<file path="src/rtl/avc_pkg.sv">
// Shared types and constants of the AVC configuration record parser.
// No dependencies; imported by every module of the block.
package avc_pkg;

    localparam int Q_DEPTH = 4;
    localparam int Q_PTR_W = $clog2(Q_DEPTH);
    localparam int Q_CNT_W = $clog2(Q_DEPTH + 1);

    localparam logic [7:0] PROFILE_HIGH    = 8'd100;
    localparam logic [7:0] PROFILE_HIGH10  = 8'd110;
    localparam logic [7:0] PROFILE_HIGH422 = 8'd122;
    localparam logic [7:0] PROFILE_HIGH444 = 8'd144;

    localparam logic [1:0] LIST_SPS = 2'd0;
    localparam logic [1:0] LIST_PPS = 2'd1;
    localparam logic [1:0] LIST_EXT = 2'd2;

    typedef enum logic [4:0] {
        PH_VERSION     = 5'd0,
        PH_PROFILE     = 5'd1,
        PH_COMPAT      = 5'd2,
        PH_LEVEL       = 5'd3,
        PH_LENSIZE     = 5'd4,
        PH_SPSCOUNT    = 5'd5,
        PH_LENHI       = 5'd6,
        PH_LENLO       = 5'd7,
        PH_PAYLOAD     = 5'd8,
        PH_PPSCOUNT    = 5'd10,
        PH_CHROMA      = 5'd11,
        PH_LUMADEPTH   = 5'd12,
        PH_CHROMADEPTH = 5'd13,
        PH_EXTCOUNT    = 5'd14,
        PH_DONE        = 5'd15
    } t_phase;

    typedef enum logic [4:0] {
        KIND_VERSION     = 5'd0,
        KIND_PROFILE     = 5'd1,
        KIND_COMPAT      = 5'd2,
        KIND_LEVEL       = 5'd3,
        KIND_LENSIZE     = 5'd4,
        KIND_SPSCOUNT    = 5'd5,
        KIND_LENHI       = 5'd6,
        KIND_LENLO       = 5'd7,
        KIND_PAYLOAD     = 5'd8,
        KIND_ZERORUN     = 5'd9,
        KIND_PPSCOUNT    = 5'd10,
        KIND_CHROMA      = 5'd11,
        KIND_LUMADEPTH   = 5'd12,
        KIND_CHROMADEPTH = 5'd13,
        KIND_EXTCOUNT    = 5'd14,
        KIND_IGNORED     = 5'd15,
        KIND_STARTCODE   = 5'd16
    } t_kind;

    typedef struct packed {
        t_kind       kind;
        logic [15:0] field_value;
        logic [1:0]  array_kind;
        logic [7:0]  unit_index;
        logic        unit_end;
        logic        record_done;
        logic        truncated;
        logic        last_of_run;
    } t_result;

    typedef struct packed {
        logic [1:0] count;
        t_result    item0;
        t_result    item1;
    } t_push;

endpackage

</file>
<file path="src/rtl/avc_cfg_parse.sv">
// Parser state and per-byte decode: up to two result transactions per byte.
// Depends on avc_pkg.
module avc_cfg_parse (
    input  logic           i_clk,
    input  logic           i_rst_n,
    input  logic           i_step,
    input  logic [7:0]     i_data_byte,
    input  logic           i_end_of_record,
    output avc_pkg::t_push o_push
);
    import avc_pkg::*;

    t_phase      r_phase,        n_phase;
    logic [7:0]  r_profile,      n_profile;
    logic [7:0]  r_units_left,   n_units_left;
    logic [7:0]  r_unit_number,  n_unit_number;
    logic [15:0] r_bytes_left,   n_bytes_left;
    logic [7:0]  r_length_high,  n_length_high;
    logic [15:0] r_held_zeros,   n_held_zeros;
    logic        r_prefix_check, n_prefix_check;
    logic [1:0]  r_current_list, n_current_list;

    logic        w_eor;
    logic        w_last;
    logic        w_ext;
    logic [15:0] w_len;
    logic [15:0] w_held_inc;
    logic [7:0]  w_units_dec;
    logic [1:0]  w_count;
    t_result     w_item0;
    t_result     w_item1;
    logic        w_done;

    function automatic t_phase f_start_units(input logic [7:0] units, input logic [1:0] list,
                                             input logic ext, input logic eor);
        t_phase ph;
        if (units != 8'd0)
            ph = PH_LENHI;
        else if (list == LIST_SPS)
            ph = PH_PPSCOUNT;
        else if (list == LIST_PPS && ext && !eor)
            ph = PH_CHROMA;
        else
            ph = PH_DONE;
        return ph;
    endfunction

    function automatic t_result f_item(input t_kind kind, input logic [15:0] value,
                                       input logic [1:0] list, input logic [7:0] idx,
                                       input logic uend);
        t_result r;
        r.kind        = kind;
        r.field_value = value;
        r.array_kind  = list;
        r.unit_index  = idx;
        r.unit_end    = uend;
        r.record_done = 1'b0;
        r.truncated   = 1'b0;
        r.last_of_run = 1'b0;
        return r;
    endfunction

    assign w_eor       = i_end_of_record;
    assign w_last      = r_bytes_left <= 16'd1;
    assign w_ext       = r_profile == PROFILE_HIGH || r_profile == PROFILE_HIGH10 ||
                         r_profile == PROFILE_HIGH422 || r_profile == PROFILE_HIGH444;
    assign w_len       = {r_length_high, i_data_byte};
    assign w_held_inc  = 16'(r_held_zeros + 16'd1);
    assign w_units_dec = 8'(r_units_left - 8'd1);

    always_comb begin
        n_phase        = r_phase;
        n_profile      = r_profile;
        n_units_left   = r_units_left;
        n_unit_number  = r_unit_number;
        n_bytes_left   = r_bytes_left;
        n_length_high  = r_length_high;
        n_held_zeros   = r_held_zeros;
        n_prefix_check = r_prefix_check;
        n_current_list = r_current_list;
        unique case (r_phase)
            PH_VERSION:     n_phase = PH_PROFILE;
            PH_PROFILE: begin
                n_profile = i_data_byte;
                n_phase   = PH_COMPAT;
            end
            PH_COMPAT:      n_phase = PH_LEVEL;
            PH_LEVEL:       n_phase = PH_LENSIZE;
            PH_LENSIZE:     n_phase = PH_SPSCOUNT;
            PH_SPSCOUNT: begin
                n_current_list = LIST_SPS;
                n_units_left   = {3'b000, i_data_byte[4:0]};
                n_unit_number  = 8'd0;
                n_phase        = f_start_units(n_units_left, LIST_SPS, w_ext, w_eor);
            end
            PH_LENHI: begin
                n_length_high = i_data_byte;
                n_phase       = PH_LENLO;
            end
            PH_LENLO: begin
                n_bytes_left   = w_len;
                n_held_zeros   = 16'd0;
                n_prefix_check = 1'b1;
                if (w_len == 16'd0) begin
                    n_units_left  = w_units_dec;
                    n_unit_number = 8'(r_unit_number + 8'd1);
                    n_phase       = f_start_units(w_units_dec, r_current_list, w_ext, w_eor);
                end else begin
                    n_phase = PH_PAYLOAD;
                end
            end
            PH_PAYLOAD: begin
                n_bytes_left = w_last ? 16'd0 : 16'(r_bytes_left - 16'd1);
                if (r_prefix_check) begin
                    if (i_data_byte == 8'd0 && !w_last) begin
                        n_held_zeros = w_held_inc;
                    end else begin
                        n_held_zeros   = 16'd0;
                        n_prefix_check = 1'b0;
                    end
                end
                if (w_last) begin
                    n_units_left  = w_units_dec;
                    n_unit_number = 8'(r_unit_number + 8'd1);
                    n_phase       = f_start_units(w_units_dec, r_current_list, w_ext, w_eor);
                end
            end
            PH_PPSCOUNT: begin
                n_current_list = LIST_PPS;
                n_units_left   = i_data_byte;
                n_unit_number  = 8'd0;
                n_phase        = f_start_units(i_data_byte, LIST_PPS, w_ext, w_eor);
            end
            PH_CHROMA:      n_phase = PH_LUMADEPTH;
            PH_LUMADEPTH:   n_phase = PH_CHROMADEPTH;
            PH_CHROMADEPTH: n_phase = PH_EXTCOUNT;
            PH_EXTCOUNT: begin
                n_current_list = LIST_EXT;
                n_units_left   = i_data_byte;
                n_unit_number  = 8'd0;
                n_phase        = f_start_units(i_data_byte, LIST_EXT, w_ext, w_eor);
            end
            default:        n_phase = PH_DONE;
        endcase
    end

    always_comb begin
        w_count = 2'd1;
        w_item0 = f_item(KIND_IGNORED, {8'd0, i_data_byte}, LIST_SPS, 8'd0, 1'b0);
        w_item1 = w_item0;
        unique case (r_phase)
            PH_VERSION:
                w_item0 = f_item(KIND_VERSION, {8'd0, i_data_byte}, LIST_SPS, 8'd0, 1'b0);
            PH_PROFILE:
                w_item0 = f_item(KIND_PROFILE, {8'd0, i_data_byte}, LIST_SPS, 8'd0, 1'b0);
            PH_COMPAT:
                w_item0 = f_item(KIND_COMPAT, {8'd0, i_data_byte}, LIST_SPS, 8'd0, 1'b0);
            PH_LEVEL:
                w_item0 = f_item(KIND_LEVEL, {8'd0, i_data_byte}, LIST_SPS, 8'd0, 1'b0);
            PH_LENSIZE:
                w_item0 = f_item(KIND_LENSIZE, {14'd0, i_data_byte[1:0]}, LIST_SPS, 8'd0,
                                 1'b0);
            PH_SPSCOUNT:
                w_item0 = f_item(KIND_SPSCOUNT, {11'd0, i_data_byte[4:0]}, LIST_SPS, 8'd0,
                                 1'b0);
            PH_LENHI:
                w_item0 = f_item(KIND_LENHI, {8'd0, i_data_byte}, r_current_list,
                                 r_unit_number, 1'b0);
            PH_LENLO:
                w_item0 = f_item(KIND_LENLO, w_len, r_current_list, r_unit_number,
                                 w_len == 16'd0);
            PH_PAYLOAD: begin
                if (!r_prefix_check) begin
                    w_item0 = f_item(KIND_PAYLOAD, {8'd0, i_data_byte}, r_current_list,
                                     r_unit_number, w_last);
                end else if (i_data_byte == 8'd0 && !w_last) begin
                    w_count = w_eor ? 2'd1 : 2'd0;
                    w_item0 = f_item(KIND_ZERORUN, w_held_inc, r_current_list,
                                     r_unit_number, 1'b0);
                end else if (i_data_byte == 8'd0) begin
                    w_item0 = f_item(KIND_ZERORUN, w_held_inc, r_current_list,
                                     r_unit_number, 1'b1);
                end else if (i_data_byte == 8'd1 && r_held_zeros >= 16'd2) begin
                    w_item0 = f_item(KIND_STARTCODE, w_held_inc, r_current_list,
                                     r_unit_number, w_last);
                end else if (r_held_zeros != 16'd0) begin
                    w_count = 2'd2;
                    w_item0 = f_item(KIND_ZERORUN, r_held_zeros, r_current_list,
                                     r_unit_number, 1'b0);
                    w_item1 = f_item(KIND_PAYLOAD, {8'd0, i_data_byte}, r_current_list,
                                     r_unit_number, w_last);
                end else begin
                    w_item0 = f_item(KIND_PAYLOAD, {8'd0, i_data_byte}, r_current_list,
                                     r_unit_number, w_last);
                end
            end
            PH_PPSCOUNT:
                w_item0 = f_item(KIND_PPSCOUNT, {8'd0, i_data_byte}, LIST_SPS, 8'd0, 1'b0);
            PH_CHROMA:
                w_item0 = f_item(KIND_CHROMA, {14'd0, i_data_byte[1:0]}, LIST_SPS, 8'd0,
                                 1'b0);
            PH_LUMADEPTH:
                w_item0 = f_item(KIND_LUMADEPTH, {13'd0, i_data_byte[2:0]}, LIST_SPS, 8'd0,
                                 1'b0);
            PH_CHROMADEPTH:
                w_item0 = f_item(KIND_CHROMADEPTH, {13'd0, i_data_byte[2:0]}, LIST_SPS,
                                 8'd0, 1'b0);
            PH_EXTCOUNT:
                w_item0 = f_item(KIND_EXTCOUNT, {8'd0, i_data_byte}, LIST_SPS, 8'd0, 1'b0);
            default:
                w_item0 = f_item(KIND_IGNORED, {8'd0, i_data_byte}, LIST_SPS, 8'd0, 1'b0);
        endcase
        w_done = n_phase == PH_DONE;
        if (w_count == 2'd2) begin
            w_item1.record_done = w_done;
            w_item1.truncated   = w_eor && !w_done;
            w_item1.last_of_run = 1'b1;
        end else begin
            w_item0.record_done = w_done;
            w_item0.truncated   = w_eor && !w_done;
            w_item0.last_of_run = 1'b1;
        end
    end

    always_comb begin
        o_push.count = i_step ? w_count : 2'd0;
        o_push.item0 = w_item0;
        o_push.item1 = w_item1;
    end

    always_ff @(posedge i_clk) begin
        if (!i_rst_n || (i_step && w_eor)) begin
            r_phase        <= PH_VERSION;
            r_profile      <= 8'd0;
            r_units_left   <= 8'd0;
            r_unit_number  <= 8'd0;
            r_bytes_left   <= 16'd0;
            r_length_high  <= 8'd0;
            r_held_zeros   <= 16'd0;
            r_prefix_check <= 1'b0;
            r_current_list <= LIST_SPS;
        end else if (i_step) begin
            r_phase        <= n_phase;
            r_profile      <= n_profile;
            r_units_left   <= n_units_left;
            r_unit_number  <= n_unit_number;
            r_bytes_left   <= n_bytes_left;
            r_length_high  <= n_length_high;
            r_held_zeros   <= n_held_zeros;
            r_prefix_check <= n_prefix_check;
            r_current_list <= n_current_list;
        end
    end

    a_pair_order: assert property (@(posedge i_clk) disable iff (!i_rst_n)
        o_push.count == 2'd2 |-> o_push.item0.kind == KIND_ZERORUN &&
                                 o_push.item1.kind == KIND_PAYLOAD)
        else $error("two-result byte not a zero run then payload");

    a_eor_restart: assert property (@(posedge i_clk) disable iff (!i_rst_n)
        i_step && i_end_of_record |=> r_phase == PH_VERSION && r_prefix_check == 1'b0)
        else $error("record end did not restart the parse");

    a_silent_hold: assert property (@(posedge i_clk) disable iff (!i_rst_n)
        i_step && o_push.count == 2'd0 |-> r_phase == PH_PAYLOAD && r_prefix_check &&
                                            !i_end_of_record)
        else $error("byte dropped outside a held zero");

endmodule

</file>
<file path="src/rtl/avc_cfg_queue.sv">
// Result queue: takes up to two result transactions per cycle, issues one.
// Depends on avc_pkg.
module avc_cfg_queue (
    input  logic                            i_clk,
    input  logic                            i_rst_n,
    input  avc_pkg::t_push                  i_push,
    input  logic                            i_pop,
    output avc_pkg::t_result                o_head,
    output logic [avc_pkg::Q_CNT_W-1:0]     o_count
);
    import avc_pkg::*;

    t_result              r_mem [Q_DEPTH];
    logic [Q_PTR_W-1:0]   r_wr_ptr, n_wr_ptr;
    logic [Q_PTR_W-1:0]   r_rd_ptr, n_rd_ptr;
    logic [Q_CNT_W-1:0]   r_count,  n_count;
    logic [Q_PTR_W-1:0]   w_wr_next;

    assign w_wr_next = Q_PTR_W'(r_wr_ptr + 1'b1);
    assign n_wr_ptr  = Q_PTR_W'(r_wr_ptr + Q_PTR_W'(i_push.count));
    assign n_rd_ptr  = i_pop ? Q_PTR_W'(r_rd_ptr + 1'b1) : r_rd_ptr;
    assign n_count   = Q_CNT_W'(r_count + Q_CNT_W'(i_push.count) - Q_CNT_W'(i_pop));
    assign o_head    = r_mem[r_rd_ptr];
    assign o_count   = r_count;

    always_ff @(posedge i_clk) begin
        if (i_push.count != 2'd0)
            r_mem[r_wr_ptr] <= i_push.item0;
        if (i_push.count == 2'd2)
            r_mem[w_wr_next] <= i_push.item1;
    end

    always_ff @(posedge i_clk) begin
        if (!i_rst_n) begin
            r_wr_ptr <= '0;
            r_rd_ptr <= '0;
            r_count  <= '0;
        end else begin
            r_wr_ptr <= n_wr_ptr;
            r_rd_ptr <= n_rd_ptr;
            r_count  <= n_count;
        end
    end

endmodule

</file>
<file path="src/rtl/avc_config_record_parser.sv">
// Top level of the AVC decoder configuration record parser.
// Depends on avc_pkg, avc_cfg_parse and avc_cfg_queue.
//
// Accepts one record byte per cycle while not stalled and emits tagged result
// transactions from a four-entry result queue. A byte passes an input
// register, is decoded combinationally against the parser state and lands in
// the queue. Most bytes yield one result; a byte that ends a run of held
// leading zeros without forming a start code yields two, and a held zero
// yields none unless it ends the record. The input register is held while
// fewer than two queue entries are free, so sustained throughput is one byte
// per cycle limited only by the output taking one result per cycle. A byte with
// end_of_record set returns the parser to its reset state after its results.
module avc_config_record_parser (
    input  logic        i_clk,
    input  logic        i_rst_n,
    input  logic        i_in_valid,
    output logic        o_in_stall,
    input  logic [7:0]  i_data_byte,
    input  logic        i_end_of_record,
    output logic        o_out_valid,
    input  logic        i_out_stall,
    output logic [4:0]  o_kind,
    output logic [15:0] o_field_value,
    output logic [1:0]  o_array_kind,
    output logic [7:0]  o_unit_index,
    output logic        o_unit_end,
    output logic        o_record_done,
    output logic        o_truncated,
    output logic        o_last_of_run
);
    import avc_pkg::*;

    logic               r_in_valid;
    logic [7:0]         r_in_byte;
    logic               r_in_eor;
    logic               w_room;
    logic               w_step;
    logic               w_pop;
    logic [Q_CNT_W-1:0] w_count;
    t_push              w_push;
    t_result            w_head;

    assign w_room     = w_count <= Q_CNT_W'(Q_DEPTH - 2);
    assign w_step     = r_in_valid && w_room;
    assign o_in_stall = r_in_valid && !w_room;

    always_ff @(posedge i_clk) begin
        if (!i_rst_n)
            r_in_valid <= 1'b0;
        else if (!o_in_stall)
            r_in_valid <= i_in_valid;
    end

    always_ff @(posedge i_clk) begin
        if (i_in_valid && !o_in_stall) begin
            r_in_byte <= i_data_byte;
            r_in_eor  <= i_end_of_record;
        end
    end

    avc_cfg_parse u_parse (
        .i_clk           (i_clk),
        .i_rst_n         (i_rst_n),
        .i_step          (w_step),
        .i_data_byte     (r_in_byte),
        .i_end_of_record (r_in_eor),
        .o_push          (w_push)
    );

    avc_cfg_queue u_queue (
        .i_clk   (i_clk),
        .i_rst_n (i_rst_n),
        .i_push  (w_push),
        .i_pop   (w_pop),
        .o_head  (w_head),
        .o_count (w_count)
    );

    assign o_out_valid   = w_count != '0;
    assign w_pop         = o_out_valid && !i_out_stall;
    assign o_kind        = w_head.kind;
    assign o_field_value = w_head.field_value;
    assign o_array_kind  = w_head.array_kind;
    assign o_unit_index  = w_head.unit_index;
    assign o_unit_end    = w_head.unit_end;
    assign o_record_done = w_head.record_done;
    assign o_truncated   = w_head.truncated;
    assign o_last_of_run = w_head.last_of_run;

endmodule
</file>
<file path="config.mk">
export PLATFORM = sky130hd
export DESIGN_NAME = avc_config_record_parser
export DESIGN_NICKNAME = d
export VERILOG_FILES = /design/src/rtl/avc_pkg.sv /design/src/rtl/avc_cfg_parse.sv /design/src/rtl/avc_cfg_queue.sv /design/src/rtl/avc_config_record_parser.sv
export SDC_FILE = /design/constraint.sdc
export NUM_CORES = 1
export LEC_CHECK = 0
export BUFFER_PORTS_ARGS = -buffer_cell sky130_fd_sc_hd__buf_2
export CORE_UTILIZATION = 55
export DETAILED_ROUTE_END_ITERATION = 8
export PLACE_DENSITY_LB_ADDON = 0.05
export SYNTH_ARGS = -nofsm -noshare
export SYNTH_HDL_FRONTEND = slang
export SYNTH_HIERARCHICAL = 1
export SYNTH_SLANG_ARGS = --single-unit
</file>
<file path="constraint.sdc">
create_clock -name i_clk -period 5.6 [get_ports i_clk]
set_clock_uncertainty 0.15 [all_clocks]
set_input_delay 0.56 -clock i_clk [delete_from_list [all_inputs] [get_ports i_clk]]
set_output_delay 0.56 -clock i_clk [all_outputs]
set_load 0.1 [all_outputs]
</file>
==> flow_metrics.py <==
metrics = {
    "status": {
        "status": "finished clean",
    },
    "placed_design": {
        "dp.final_hpwl_um": 20100,
        "io_buffers": 49,
        "gp_congestion": 0.932,
    },
    "setup_path": {
        "cp_slowest_cell": "o21ai_4",
        "crit_chain": "nor4_1 > nand4_1 > o41ai_2 > buf_4 > nand3_1 > nor2_1 > o21bai_1 > o21ai_4 > buf_4",
        "crit_family": "simple AND/OR/NAND/NOR gates",
        "cp_common_cell": "buf_4",
        "worst_setup_path_start_kind": "flop",
        "crit_end": "u_queue/r_mem[0][25]",
        "crit_buf_inv": 2,
        "regToRegSetupSlack_ps": 1160,
        "critical_path_class": "reg2reg",
        "timing.rr.end": "u_queue/r_mem[0][25]",
        "worstPathMaxFanout": 24,
        "end_kind": "flop",
        "reg2reg_from": "u_parse/r_held_zeros[6]",
        "rr_worst_depth": 9,
        "critical_path_required_ps": 5660,
        "arrival_ps": 4500,
        "cp_num_cells": 9,
        "critPathLaunch": "u_parse/r_held_zeros[6]",
        "max_stage_delay_ps": 780,
    },
    "pwr": {
        "vdd_drop_max_mv": 0.232,
        "power_density_mw_per_mm2": 367,
        "p_leak_nw": 4.93,
    },
    "synth": {
        "syn_inst": 1112,
        "ys_top_cells_by_count": "edfxtp_1, mux2_2, nor2_1",
        "synth_top_cell_area_share": 0.353,
        "ys.flop_type": "edfxtp_1",
        "synth-seq-cells": 231,
        "synth.largest_area_cell": "edfxtp_1",
        "async_flop_share": 0,
        "synth_area_mm2": 0.0127,
        "seq_area_frac_synth": 0.482,
        "postSynthAreaPerCell_um2": 11.4,
        "yosys_warnings": 6,
        "synth-edff-count": 149,
        "ys_top_cells_by_area": "edfxtp_1, dfxtp_1, mux2_2, mux4_2, nor2_1",
        "yosysMostFrequentCell": "edfxtp_1",
        "synth.distinct_cells": 81,
    },
    "timing": {
        "fin_tns_setup_ps": 0,
        "finalSetupViolations": 0,
        "drv_slew": 0,
        "worst_slew_pin_slew_ps": 1010,
        "rsz0062_at_grt": "false",
        "relSlewSlack": 0.329,
        "fmax_mhz": 225,
        "min_period_over_period": 0.793,
        "min_period_ps": 4440,
        "hold_violations": 0,
        "hold_slack_ps": 66.4,
    },
    "drt": {
        "totalWireLength_um": 31300,
        "met1_length_um": 14200,
        "vias_per_cell": 6.30,
        "route.met3.wl_um": 1820,
        "wl_met2_um": 14300,
        "dr.max_layer_used": "met4",
        "drc": 0,
        "wire_per_inst_um": 21.9,
        "num_vias": 9009,
        "drt-pass1-iter-count": 5,
        "drtIter0Drc": 716,
        "drtAntennaViolNets": 0,
    },
    "floorplan": {
        "die_area_mm2": 0.0237,
        "dieHeight_um": 154,
        "start_util": 0.561,
        "dieWidth_um": 154,
        "row_count": 55,
        "pin_count": 50,
        "core_mm2": 0.0226,
    },
    "final_layout": {
        "num_antenna_cells": 0,
        "utilization": 0.610,
        "finalNetCount": 1154,
        "synthToLayoutAreaGrowth_pct": 8.84,
        "drive_above_1_share": 0.267,
    },
    "clock_tree": {
        "htree_levels": 1,
        "clk_pin_slew_worst_paths_ps": 60,
        "tritoncts": "done",
        "cts-root-buf": "clkbuf_16",
        "cts_resized": 0,
        "cts_setup_buffers": 0,
        "hold_buffers": 0,
        "cts_buffer_depth": 3,
        "cts-buffers-inserted": 25,
        "cts_num_sinks": 231,
        "clk_latency_ps": 520,
    },
    "global_route": {
        "grt_first_pass_wirelength_um": 49700,
        "grtUsageTotal": 0.269,
        "grt_start_max_net_pins": 49,
        "overflow": 0,
        "antenna_found_initial": 0,
        "grt_pass1_vias": 8823,
    },
    "min_path": {
        "whs_path_depth": 1,
        "min_path_type": "in2reg",
    },
    "flow_run": {
        "cap_viol_max_count": 0,
    },
}
per-stage QoR:
stage / instance area, um^2 / total power [mW] / std cells / worst slack, ps
after global placement: 13100 / 3.58 / 1386 / 1270
final: 13800 / 5.08 / 1431 / 1160
after detailed placement: 13100 / 3.58 / 1386 / 1120
after CTS: 13800 / 5.12 / 1431 / 1130
after global routing: 13800 / 5.26 / 1431 / 877
after floorplan: 12700 / 3.33 / 1120 / 20.0
sequential cells by signal, summed over array words and instances, names as in the netlist, 5 cells and up, named ones only:
name	flops
u_parse/r_units_left	8
u_parse/r_profile	8
u_parse/r_length_high	8
r_in_byte	8
u_parse/r_phase	5
u_parse/r_bytes_left	16
u_queue/r_mem	140
u_parse/r_unit_number	8
u_parse/r_held_zeros	16
where the power goes:
part / internal, mW / total (mW) / switching (mW)
combinational: 0.402 / 1.55 / 1.15
sequential: 1.90 / 1.99 / 0.0886
clock: 0.878 / 1.53 / 0.655
layout make-up:
class,count,area (um^2)
Clock buffer,36,709
Sequential cell,231,6120
Timing Repair Buffer,69,395
Inverter,25,93.8
Clock inverter,9,50.0
Tap cell,285,357
Multi-Input combinational cell,776,6090
Fill cell,1865,8830
layer usage:
layer,global-route usage,vias up
met3,0.0411,69
met1,0.379,4427
met5,0,-
met4,0.0871,0
met2,0.427,294
li1,-,4219
worst register-to-register path, cell delays in order (launching register included):
cell      delay (ps)
dfxtp_1          400
nor4_1           360
nand4_1          260
o41ai_2          250
buf_4            260
nand3_1          410
nor2_1           610
o21bai_1         280
o21ai_4          780
buf_4            370
logic make-up (layout without fill, tap and decap cells):
| group | Yosys count | after routing | share of synthesized area |
|---|---|---|---|
| AND/OR/NAND/NOR | 340 | 340 | 0.140 |
| flip-flops | 231 | 231 | 0.482 |
| XOR/XNOR | 25 | 25 | 0.0194 |
| multiplexers | 194 | 194 | 0.201 |
| other | 2 | 10 | 0.000592 |
| buffers and inverters | 113 | 139 | 0.0461 |
| AO/OA/AOI/OAI | 194 | 194 | 0.0972 |
| adder cells (fa/ha/maj) | 13 | 13 | 0.0134 |
how the worst min path moves through the flow:
stage                                          end                     start
after floorplan               u_parse/r_profile[0]      u_parse/r_profile[0]
after global placement    u_parse/r_unit_number[7]  u_parse/r_unit_number[7]
after detailed placement   u_parse/r_bytes_left[7]   u_parse/r_bytes_left[7]
after CTS                             r_in_byte[6]            i_data_byte[6]
after global routing                      r_in_eor           i_end_of_record
final                                 r_in_byte[6]            i_data_byte[6]
cell usage in the layout, fill, tap and decap left out, types with 12 or more instances in the layout:
master,n
mux2_2,138
a21oi_1,57
mux2i_1,19
o21ai_0,58
edfxtp_1,149
nand2_1,64
buf_4,20
and2_1,27
mux4_2,35
nor2_1,99
buf_2,49
nor3_1,24
nand3_1,18
ha_1,12
inv_1,25
nor4_1,19
xnor2_1,14
dfxtp_1,80
clkbuf_16,25
No activity file was read; power rests on OpenSTA's default activity.
